===== src/design/servo_drive_enable_sequencer_top_macros.svh =====
// ----------------------------------------------------------------------------
// Servo drive enable sequencer assertion macros
// Shorthand for the concurrent checks at the end of the top level.
// ----------------------------------------------------------------------------
`ifndef SERVO_DRIVE_ENABLE_SEQUENCER_TOP_MACROS_SVH
`define SERVO_DRIVE_ENABLE_SEQUENCER_TOP_MACROS_SVH

// Check an expression at every clock edge outside reset
`define SDES_ASSERT_ALWAYS(label, expr, msg) \
    label: assert property (@(posedge clk) disable iff (!rst_n) (expr)) \
        else $error(msg);

// Check a consequence in the cycle after an antecedent
`define SDES_ASSERT_NEXT(label, ante, cons, msg) \
    label: assert property (@(posedge clk) disable iff (!rst_n) (ante) |=> (cons)) \
        else $error(msg);

`endif


===== src/design/sdes_pkg.sv =====
// ----------------------------------------------------------------------------
// Servo drive enable sequencer package
// Drive state codes, control word values, beat types and fixed constants.
// ----------------------------------------------------------------------------
package sdes_pkg;

    // Decoded drive state, as reported on the result beat
    typedef enum logic [3:0] {
        ST_UNKNOWN  = 4'd0,
        ST_SOD      = 4'd1,
        ST_READY    = 4'd2,
        ST_SWON     = 4'd3,
        ST_OPER     = 4'd4,
        ST_FREACT   = 4'd5,
        ST_FAULT    = 4'd6,
        ST_DISABLED = 4'd7,
        ST_RESET    = 4'd8
    } drive_state_t;

    // Control word values
    localparam logic [15:0] CW_DISABLE     = 16'h0000;
    localparam logic [15:0] CW_SHUTDOWN    = 16'h0006;
    localparam logic [15:0] CW_SWITCH_ON   = 16'h0007;
    localparam logic [15:0] CW_ENABLE_OP   = 16'h000F;
    localparam logic [15:0] CW_FAULT_RESET = 16'h0080;

    // Status word masks and patterns
    localparam logic [15:0] SW_MASK_LOW    = 16'h000F;
    localparam logic [15:0] SW_MASK_SOD    = 16'h004F;
    localparam logic [15:0] SW_MASK_RUN    = 16'h006F;
    localparam logic [15:0] SW_PAT_FAULT   = 16'h0008;
    localparam logic [15:0] SW_PAT_FREACT  = 16'h000F;
    localparam logic [15:0] SW_PAT_SOD     = 16'h0040;
    localparam logic [15:0] SW_PAT_READY   = 16'h0021;
    localparam logic [15:0] SW_PAT_SWON    = 16'h0023;
    localparam logic [15:0] SW_PAT_OPER    = 16'h0027;

    // Fixed outputs
    localparam logic [7:0]  OP_MODE_PROFILE_VEL = 8'd3;
    localparam logic [15:0] PROFILE_ACCEL       = 16'd700;

    // Configuration register indexes
    localparam int unsigned CFG_IDX_W = 2;
    localparam logic [CFG_IDX_W-1:0] CFG_VELOCITY_RPM   = 2'd0;
    localparam logic [CFG_IDX_W-1:0] CFG_COUNTS_PER_REV = 2'd1;

    localparam logic signed [15:0] RPM_RESET = 16'sd0;
    localparam logic [31:0]        CPR_RESET = 32'd1048576;

    // Register stages in the velocity unit
    localparam int unsigned VEL_LATENCY = 5;
    localparam int unsigned SETTLE_W    = $clog2(VEL_LATENCY + 1);

    // Commands carried on one input beat
    typedef struct packed {
        logic enable;
        logic disable_drv;
        logic fault_reset;
        logic start;
        logic stop;
    } sdes_cmd_t;

    // One input beat
    typedef struct packed {
        logic [15:0]        status_word;
        logic signed [31:0] actual_position;
        sdes_cmd_t          cmd;
    } sdes_item_t;

    // Sequencer state, which is also the result beat
    typedef struct packed {
        logic               pending;
        logic [15:0]        control;
        logic signed [31:0] velocity;
        logic signed [31:0] position;
        drive_state_t       drive_state;
    } sdes_state_t;

endpackage


===== src/design/sdes_vel_unit.sv =====
// ----------------------------------------------------------------------------
// Servo drive enable sequencer velocity unit
// Pipelined rpm * counts_per_rev / 60, truncated toward zero and saturated.
// ----------------------------------------------------------------------------
module sdes_vel_unit
    import sdes_pkg::*;
(
    input  logic               clk,
    input  logic signed [15:0] rpm,
    input  logic [31:0]        counts_per_rev,
    output logic signed [31:0] velocity
);

    // x / 15 by reciprocal: exact for x below 2^30 and below 2^20 respectively
    localparam logic [30:0] RECIP15_WIDE   = 31'd1145324613;
    localparam int unsigned RECIP15_WIDE_SH = 34;
    localparam logic [19:0] RECIP15_NARROW = 20'd559241;
    localparam int unsigned RECIP15_NARROW_SH = 23;

    logic [60:0]        a_prod;
    logic [26:0]        a_s1_reg;
    logic [31:0]        cpr_s1_reg;
    logic [15:0]        m_s1_reg;
    logic               neg_s1_reg;

    logic [32:0]        a60;
    logic [5:0]         b_s2_reg;
    logic [42:0]        ma_s2_reg;
    logic [15:0]        m_s2_reg;
    logic               neg_s2_reg;

    logic [21:0]        mb_s3_reg;
    logic [42:0]        ma_s3_reg;
    logic               neg_s3_reg;

    logic [39:0]        r_prod;
    logic [16:0]        r_s4_reg;
    logic [42:0]        ma_s4_reg;
    logic               neg_s4_reg;

    logic [43:0]        mag;
    logic signed [31:0] vel_next;
    logic signed [31:0] vel_reg;

    // Quotient of counts_per_rev by 60: shift out 2 bits, then divide by 15
    assign a_prod = {30'd0, counts_per_rev[31:2]} * {30'd0, RECIP15_WIDE};

    // Remainder of counts_per_rev by 60, from 60 * a as two shifts
    assign a60 = {a_s1_reg, 6'd0} - {4'd0, a_s1_reg, 2'd0};

    // Fractional part: (m * b) / 60 on a narrow value
    assign r_prod = {20'd0, mb_s3_reg[21:2]} * {20'd0, RECIP15_NARROW};

    // Sum, restore sign and saturate to 32 bits
    assign mag = {1'b0, ma_s4_reg} + {27'd0, r_s4_reg};

    always_comb
    begin
        if (!neg_s4_reg)
        begin
            if (mag > 44'h0_7FFF_FFFF)
                vel_next = 32'sh7FFF_FFFF;
            else
                vel_next = signed'(mag[31:0]);
        end
        else
        begin
            if (mag > 44'h0_8000_0000)
                vel_next = 32'sh8000_0000;
            else
                vel_next = signed'(32'd0 - mag[31:0]);
        end
    end

    // Advance the pipeline every cycle
    always_ff @(posedge clk)
    begin
        a_s1_reg   <= a_prod[RECIP15_WIDE_SH +: 27];
        cpr_s1_reg <= counts_per_rev;
        m_s1_reg   <= rpm[15] ? (~rpm + 16'd1) : rpm;
        neg_s1_reg <= rpm[15];

        b_s2_reg   <= 6'(cpr_s1_reg - a60[31:0]);
        ma_s2_reg  <= {27'd0, m_s1_reg} * {16'd0, a_s1_reg};
        m_s2_reg   <= m_s1_reg;
        neg_s2_reg <= neg_s1_reg;

        mb_s3_reg  <= {6'd0, m_s2_reg} * {16'd0, b_s2_reg};
        ma_s3_reg  <= ma_s2_reg;
        neg_s3_reg <= neg_s2_reg;

        r_s4_reg   <= r_prod[RECIP15_NARROW_SH +: 17];
        ma_s4_reg  <= ma_s3_reg;
        neg_s4_reg <= neg_s3_reg;

        vel_reg    <= vel_next;
    end

    assign velocity = vel_reg;

endmodule


===== src/design/sdes_step.sv =====
// ----------------------------------------------------------------------------
// Servo drive enable sequencer step logic
// Status decode, enable sequencing, drive commands then motion commands.
// ----------------------------------------------------------------------------
module sdes_step
    import sdes_pkg::*;
(
    input  sdes_state_t        cur,
    input  sdes_item_t         item,
    input  logic signed [31:0] start_velocity,
    output sdes_state_t        nxt
);

    // Fault and fault reaction first, anything unmatched is unknown
    function automatic drive_state_t decode_status(input logic [15:0] s);
        drive_state_t d;
        priority if ((s & SW_MASK_LOW) == SW_PAT_FAULT)  d = ST_FAULT;
        else if ((s & SW_MASK_LOW) == SW_PAT_FREACT)     d = ST_FREACT;
        else if ((s & SW_MASK_SOD) == SW_PAT_SOD)        d = ST_SOD;
        else if ((s & SW_MASK_RUN) == SW_PAT_READY)      d = ST_READY;
        else if ((s & SW_MASK_RUN) == SW_PAT_SWON)       d = ST_SWON;
        else if ((s & SW_MASK_RUN) == SW_PAT_OPER)       d = ST_OPER;
        else                                             d = ST_UNKNOWN;
        return d;
    endfunction

    always_comb
    begin
        nxt             = cur;
        nxt.drive_state = decode_status(item.status_word);
        nxt.pending     = cur.pending | item.cmd.enable;

        // Step the control word while an enable is pending
        if (nxt.pending)
        begin
            unique case (nxt.drive_state)
                ST_OPER:
                begin
                    nxt.control = CW_ENABLE_OP;
                    nxt.pending = 1'b0;
                end
                ST_SWON:  nxt.control = CW_ENABLE_OP;
                ST_READY: nxt.control = CW_SWITCH_ON;
                ST_SOD:   nxt.control = CW_SHUTDOWN;
                default:  ;
            endcase
        end

        // Disable, then fault reset: latch position and drop velocity
        if (item.cmd.disable_drv)
        begin
            nxt.control     = CW_DISABLE;
            nxt.position    = item.actual_position;
            nxt.velocity    = 32'sd0;
            nxt.drive_state = ST_DISABLED;
        end
        if (item.cmd.fault_reset)
        begin
            nxt.control     = CW_FAULT_RESET;
            nxt.position    = item.actual_position;
            nxt.velocity    = 32'sd0;
            nxt.drive_state = ST_RESET;
        end

        // Motion commands: stop wins over start
        if (item.cmd.start)
            nxt.velocity = start_velocity;
        if (item.cmd.stop)
            nxt.velocity = 32'sd0;
    end

endmodule


===== src/design/servo_drive_enable_sequencer_top.sv =====
// ----------------------------------------------------------------------------
// Servo drive enable sequencer top level
// Each accepted input beat is registered, stepped, and held in the result register.
// 1 beat/cycle through that path while out_ready is high and in_ready is not held.
// Reset and each config write hold in_ready low until the velocity pipeline settles.
// ----------------------------------------------------------------------------
`include "servo_drive_enable_sequencer_top_macros.svh"

module servo_drive_enable_sequencer_top
    import sdes_pkg::*;
(
    input  logic                 clk,
    input  logic                 rst_n,

    input  logic                 cfg_we,
    input  logic [CFG_IDX_W-1:0] cfg_index,
    input  logic [31:0]          cfg_wdata,

    input  logic                 in_valid,
    output logic                 in_ready,
    input  logic [15:0]          status_word,
    input  logic signed [31:0]   actual_position,
    input  logic                 enable_request,
    input  logic                 disable_request,
    input  logic                 fault_reset_request,
    input  logic                 start_request,
    input  logic                 stop_request,

    output logic                 out_valid,
    input  logic                 out_ready,
    output logic [15:0]          control_word,
    output logic signed [31:0]   target_velocity,
    output logic signed [31:0]   target_position,
    output logic [3:0]           drive_state,
    output logic                 enable_pending,
    output logic [7:0]           operation_mode,
    output logic [15:0]          profile_accel
);

    logic signed [15:0]  rpm_reg;
    logic [31:0]         cpr_reg;
    logic [SETTLE_W-1:0] settle_reg;
    logic [SETTLE_W-1:0] settle_next;
    logic                settled;

    logic                s1_valid_reg;
    logic                s1_valid_next;
    sdes_item_t          s1_item_reg;
    sdes_item_t          in_item;

    logic                out_valid_reg;
    logic                out_valid_next;
    sdes_state_t         st_reg;
    sdes_state_t         st_next;

    logic signed [31:0]  start_velocity;
    logic                advance;
    logic                in_fire;

    // Configuration registers
    always_ff @(posedge clk or negedge rst_n)
    begin
        if (!rst_n)
        begin
            rpm_reg <= RPM_RESET;
            cpr_reg <= CPR_RESET;
        end
        else if (cfg_we)
        begin
            unique case (cfg_index)
                CFG_VELOCITY_RPM:   rpm_reg <= signed'(cfg_wdata[15:0]);
                CFG_COUNTS_PER_REV: cpr_reg <= cfg_wdata;
                default:            ;
            endcase
        end
    end

    // Hold off input beats until the velocity pipeline reflects the config
    always_comb
    begin
        if (cfg_we)
            settle_next = SETTLE_W'(VEL_LATENCY);
        else if (!settled)
            settle_next = settle_reg - 1'b1;
        else
            settle_next = settle_reg;
    end

    assign settled = (settle_reg == '0);

    always_ff @(posedge clk or negedge rst_n)
    begin
        if (!rst_n)
            settle_reg <= SETTLE_W'(VEL_LATENCY);
        else
            settle_reg <= settle_next;
    end

    sdes_vel_unit u_vel (
        .clk            (clk),
        .rpm            (rpm_reg),
        .counts_per_rev (cpr_reg),
        .velocity       (start_velocity)
    );

    // Handshake: the input register advances whenever the result side can take it
    assign advance  = s1_valid_reg && (!out_valid_reg || out_ready);
    assign in_ready = settled && (!s1_valid_reg || advance);
    assign in_fire  = in_valid && in_ready;

    assign s1_valid_next  = in_fire || (s1_valid_reg && !advance);
    assign out_valid_next = advance || (out_valid_reg && !out_ready);

    always_ff @(posedge clk or negedge rst_n)
    begin
        if (!rst_n)
        begin
            s1_valid_reg  <= 1'b0;
            out_valid_reg <= 1'b0;
        end
        else
        begin
            s1_valid_reg  <= s1_valid_next;
            out_valid_reg <= out_valid_next;
        end
    end

    // Capture the input beat
    assign in_item.status_word         = status_word;
    assign in_item.actual_position     = actual_position;
    assign in_item.cmd.enable          = enable_request;
    assign in_item.cmd.disable_drv     = disable_request;
    assign in_item.cmd.fault_reset     = fault_reset_request;
    assign in_item.cmd.start           = start_request;
    assign in_item.cmd.stop            = stop_request;

    always_ff @(posedge clk)
    begin
        if (in_fire)
            s1_item_reg <= in_item;
    end

    sdes_step u_step (
        .cur            (st_reg),
        .item           (s1_item_reg),
        .start_velocity (start_velocity),
        .nxt            (st_next)
    );

    // Sequencer state doubles as the result register
    always_ff @(posedge clk or negedge rst_n)
    begin
        if (!rst_n)
        begin
            st_reg.pending     <= 1'b0;
            st_reg.control     <= CW_DISABLE;
            st_reg.velocity    <= 32'sd0;
            st_reg.position    <= 32'sd0;
            st_reg.drive_state <= ST_UNKNOWN;
        end
        else if (advance)
        begin
            st_reg <= st_next;
        end
    end

    assign out_valid       = out_valid_reg;
    assign control_word    = st_reg.control;
    assign target_velocity = st_reg.velocity;
    assign target_position = st_reg.position;
    assign drive_state     = st_reg.drive_state;
    assign enable_pending  = st_reg.pending;
    assign operation_mode  = OP_MODE_PROFILE_VEL;
    assign profile_accel   = PROFILE_ACCEL;

    // Checks
    `SDES_ASSERT_NEXT(a_cfg_holds_input, cfg_we, !(in_valid && in_ready), "beat accepted while velocity settles")
    `SDES_ASSERT_ALWAYS(a_pending_not_oper, !(st_reg.pending && (st_reg.drive_state == ST_OPER)), "enable still pending in operational")
    `SDES_ASSERT_ALWAYS(a_reset_cw, (st_reg.drive_state != ST_RESET) || (st_reg.control == CW_FAULT_RESET), "reset state without fault reset word")
    `SDES_ASSERT_NEXT(a_stop_zero_vel, advance && s1_item_reg.cmd.stop, st_reg.velocity == 32'sd0, "stop left velocity non-zero")

endmodule


===== config.mk =====
export PLATFORM = sky130hd
export DESIGN_NAME = servo_drive_enable_sequencer_top
export DESIGN_NICKNAME = d
export VERILOG_FILES = /design/src/design/sdes_pkg.sv /design/src/design/sdes_vel_unit.sv /design/src/design/sdes_step.sv /design/src/design/servo_drive_enable_sequencer_top.sv
export VERILOG_INCLUDE_DIRS = /design/src /design/src/design
export SDC_FILE = /design/constraint.sdc
export NUM_CORES = 2
export LEC_CHECK = 0
export ABC_AREA = 1
export BUFFER_PORTS_ARGS = -buffer_cell sky130_fd_sc_hd__buf_2
export CAP_MARGIN = 20
export CORE_MARGIN = 4
export CORE_UTILIZATION = 45
export DETAILED_ROUTE_END_ITERATION = 10
export PLACE_DENSITY = 0.57
export SLEW_MARGIN = 20
export SYNTH_ARGS = -nofsm -noshare
export SYNTH_HDL_FRONTEND = slang
export SYNTH_HIERARCHICAL = 1
export SYNTH_SLANG_ARGS = --single-unit

===== constraint.sdc =====
create_clock -name clk -period 9.1 [get_ports clk]
set_input_delay 1.365 -clock clk [delete_from_list [all_inputs] [get_ports clk]]
set_output_delay 1.365 -clock clk [all_outputs]
set_load 0.02 [all_outputs]

==> impl_metrics.csv <==
group,metric,value,unit
critical_path,worstPathMaxFanout,17,
critical_path,arrival,7.31,ns
global_routing,grt_max_degree,89,
critical_path,r2r_cells,25,
place,io_buffers,168,
clock_tree,cts_sinks,454,
drt,routedWlPerCell,15.98,um
clock_tree,h-tree-depth,2,
global_routing,grt_pass1_vias,39400,
die,initial_utilization,45.40,%
sta,period_needed,6.768,ns
synthesis,syn_inst,6115,
clock_tree,clk-insertion-delay-late,0.62,ns
sta,fin_crit_sh,74.38,%
critical_path,startpoint_type,"flip-flop",
min_path,min_to,"u_vel/ma_s3_reg[35]",
global_routing,grt_use_met1,29.00,%
sta,skew,0.03479,ns
global_routing,met2_usage,38.33,%
sta,setup_tns,0,ns
die,rows,120,
global_routing,globalRouteTotalUtil,21.88,%
synthesis,mappedNetlistArea,48740,um^2
global_routing,top_usage_layer,"met2",
die,die_w,337.1,um
critical_path,rr_startpoint,"u_vel/m_s1_reg[3]",
sta,slew_headroom,27.32,%
clock_tree,cts_root_buffer,"clkbuf_16",
clock_tree,clkTransAtPathRegs,0.06,ns
die,core_area,107400,um^2
critical_path,cp-end-kind,"flip-flop",
sta,setup_violations,0,
cells_and_area,fillCellCount,10680,
synthesis,synth_warnings,6,
place,hpwl,99.41,mm
drt,vias,37860,
critical_path,reg2reg_slack,2.33,ns
run_status,status,"finished clean",
clock_tree,cts_buffer_depth,3,
sta,rsz0062_at_grt,"false",
critical_path,reg2reg_to,"u_vel/ma_s2_reg[41]",
sta,tightest_slew,1.090,ns
cells_and_area,area_growth,7.322,%
cells_and_area,drive_gt1_share,6.398,%
global_routing,overflow,0,
min_path,whs_path_depth,0,
clock_tree,cts_tree,"built",
die,pin_count,203,
drt,route.detailed.drc,0,
min_path,hp-start,"u_vel/ma_s2_reg[35]",
clock_tree,cts_hold_buf,0,
clock_tree,postCtsSetupBuffers,0,
clock_tree,cts_resized,0,
drt,drt_pass1_iterations,5,
die,die_y,337.1,um
drt,initialDrtViolationCount,2028,
sta,clock.fmax,0.1477,GHz
drt,antenna_left,0,
drt,drt-total-wl,121.6,mm
global_routing,grt_pass1_wl,202.6,mm
global_routing,antenna_found_initial,0,
sta,finalHoldViolCount,0,
die,dieArea,113600,um^2
synthesis,avgSynthCellArea,7.970,um^2
place,gp_congestion,0.8984,
global_routing,gr-usage-met3,2.195,%
drt,via_per_inst,4.976,
sta,slew_viol_final,0,
min_path,hold_class,"reg -> reg",
clock_tree,cts_buffers,48,
critical_path,crit_type,"reg -> reg",
cells_and_area,nets,7399,
job,drv_cap,0,
cells_and_area,antenna_cells,0,
critical_path,required,9.64,ns
## final cells by class
cell class	instances	area [um^2]	share of cell area [%]
timing repair buffer	197	1065	2.036
sequential	454	10210	19.53
clock inverter	28	389.1	0.7439
multi-input combinational	4180	32680	62.49
tap	1403	1755	3.356
inverter	1285	4823	9.222
clock buffer	61	1374	2.627
## routing by layer
metal | vias up | part of all wire (%)
met5 | - | 0
met4 | 0 | 2.7
met1 | 18140 | 45
met2 | 685 | 48
li1 | 18870 | -
met3 | 166 | 3.9
## metrics by stage
stage / area, um^2 / utilization (%) / hold slack, ns / instances / setup WS (ns)
after global routing: 52310 / 48.72 / 0.3255 / 7608 / 1.786
after CTS: 52310 / 48.72 / 0.3222 / 7608 / 2.321
after detailed placement: 50540 / 47.08 / 0.3121 / 7519 / 2.345
final: 52310 / 48.72 / 0.3204 / 7608 / 2.332
after floorplan: 48820 / - / 0.3096 / 6137 / 3.163
after global placement: 50540 / 47.08 / 0.3118 / 7519 / 2.409
## cell usage in the layout, fill, tap and decap left out, drive strengths merged, types with 17 or more instances in the layout
cell,count
a21o,21
a21oi,231
a31oi,46
buf,197
clkbuf,61
clkinv,19
conb,24
dfrtp,135
dfxtp,273
edfxtp,43
fa,565
ha,576
inv,1285
nand2,1628
nand3,267
nand4,89
nor2,291
nor3,29
nor4,17
o21ai,181
xnor2,45
xor2,80
## worst max path at each step
stage / to / slack [ns] / depth (start not counted) / from
2_1_floorplan: u_vel/ma_s2_reg[35] / 3.16 / 25 / u_vel/m_s1_reg[1]
3_3_place_gp: u_vel/ma_s2_reg[37] / 2.41 / 24 / u_vel/m_s1_reg[3]
3_5_place_dp: u_vel/ma_s2_reg[41] / 2.34 / 25 / u_vel/m_s1_reg[3]
4_1_cts: u_vel/ma_s2_reg[41] / 2.32 / 25 / u_vel/m_s1_reg[3]
5_1_grt: u_vel/ma_s2_reg[41] / 1.79 / 25 / u_vel/m_s1_reg[2]
6_report: u_vel/ma_s2_reg[41] / 2.33 / 25 / u_vel/m_s1_reg[3]
## worst max-delay path, cell delays in order (launching register included)
cell and delay [ns]:
dfxtp_1 0.85, buf_4 0.32, nand2_1 0.08, fa_1 0.51
inv_1 0.07, fa_1 0.53, inv_1 0.05, fa_1 0.49
inv_1 0.05, fa_1 0.49, fa_1 0.51, inv_1 0.06
fa_1 0.53, inv_1 0.04, ha_1 0.35, nand2_1 0.12
nor2_1 0.20, inv_1 0.06, o21ai_0 0.27, nand2_1 0.10
o211ai_1 0.10, a21oi_1 0.12, o21ai_0 0.41, nand2_1 0.10
nand3_1 0.10, xor2_1 0.15
Power is not shown: default switching activity piles up to over one toggle a cycle in this logic, so the estimate is an artifact.
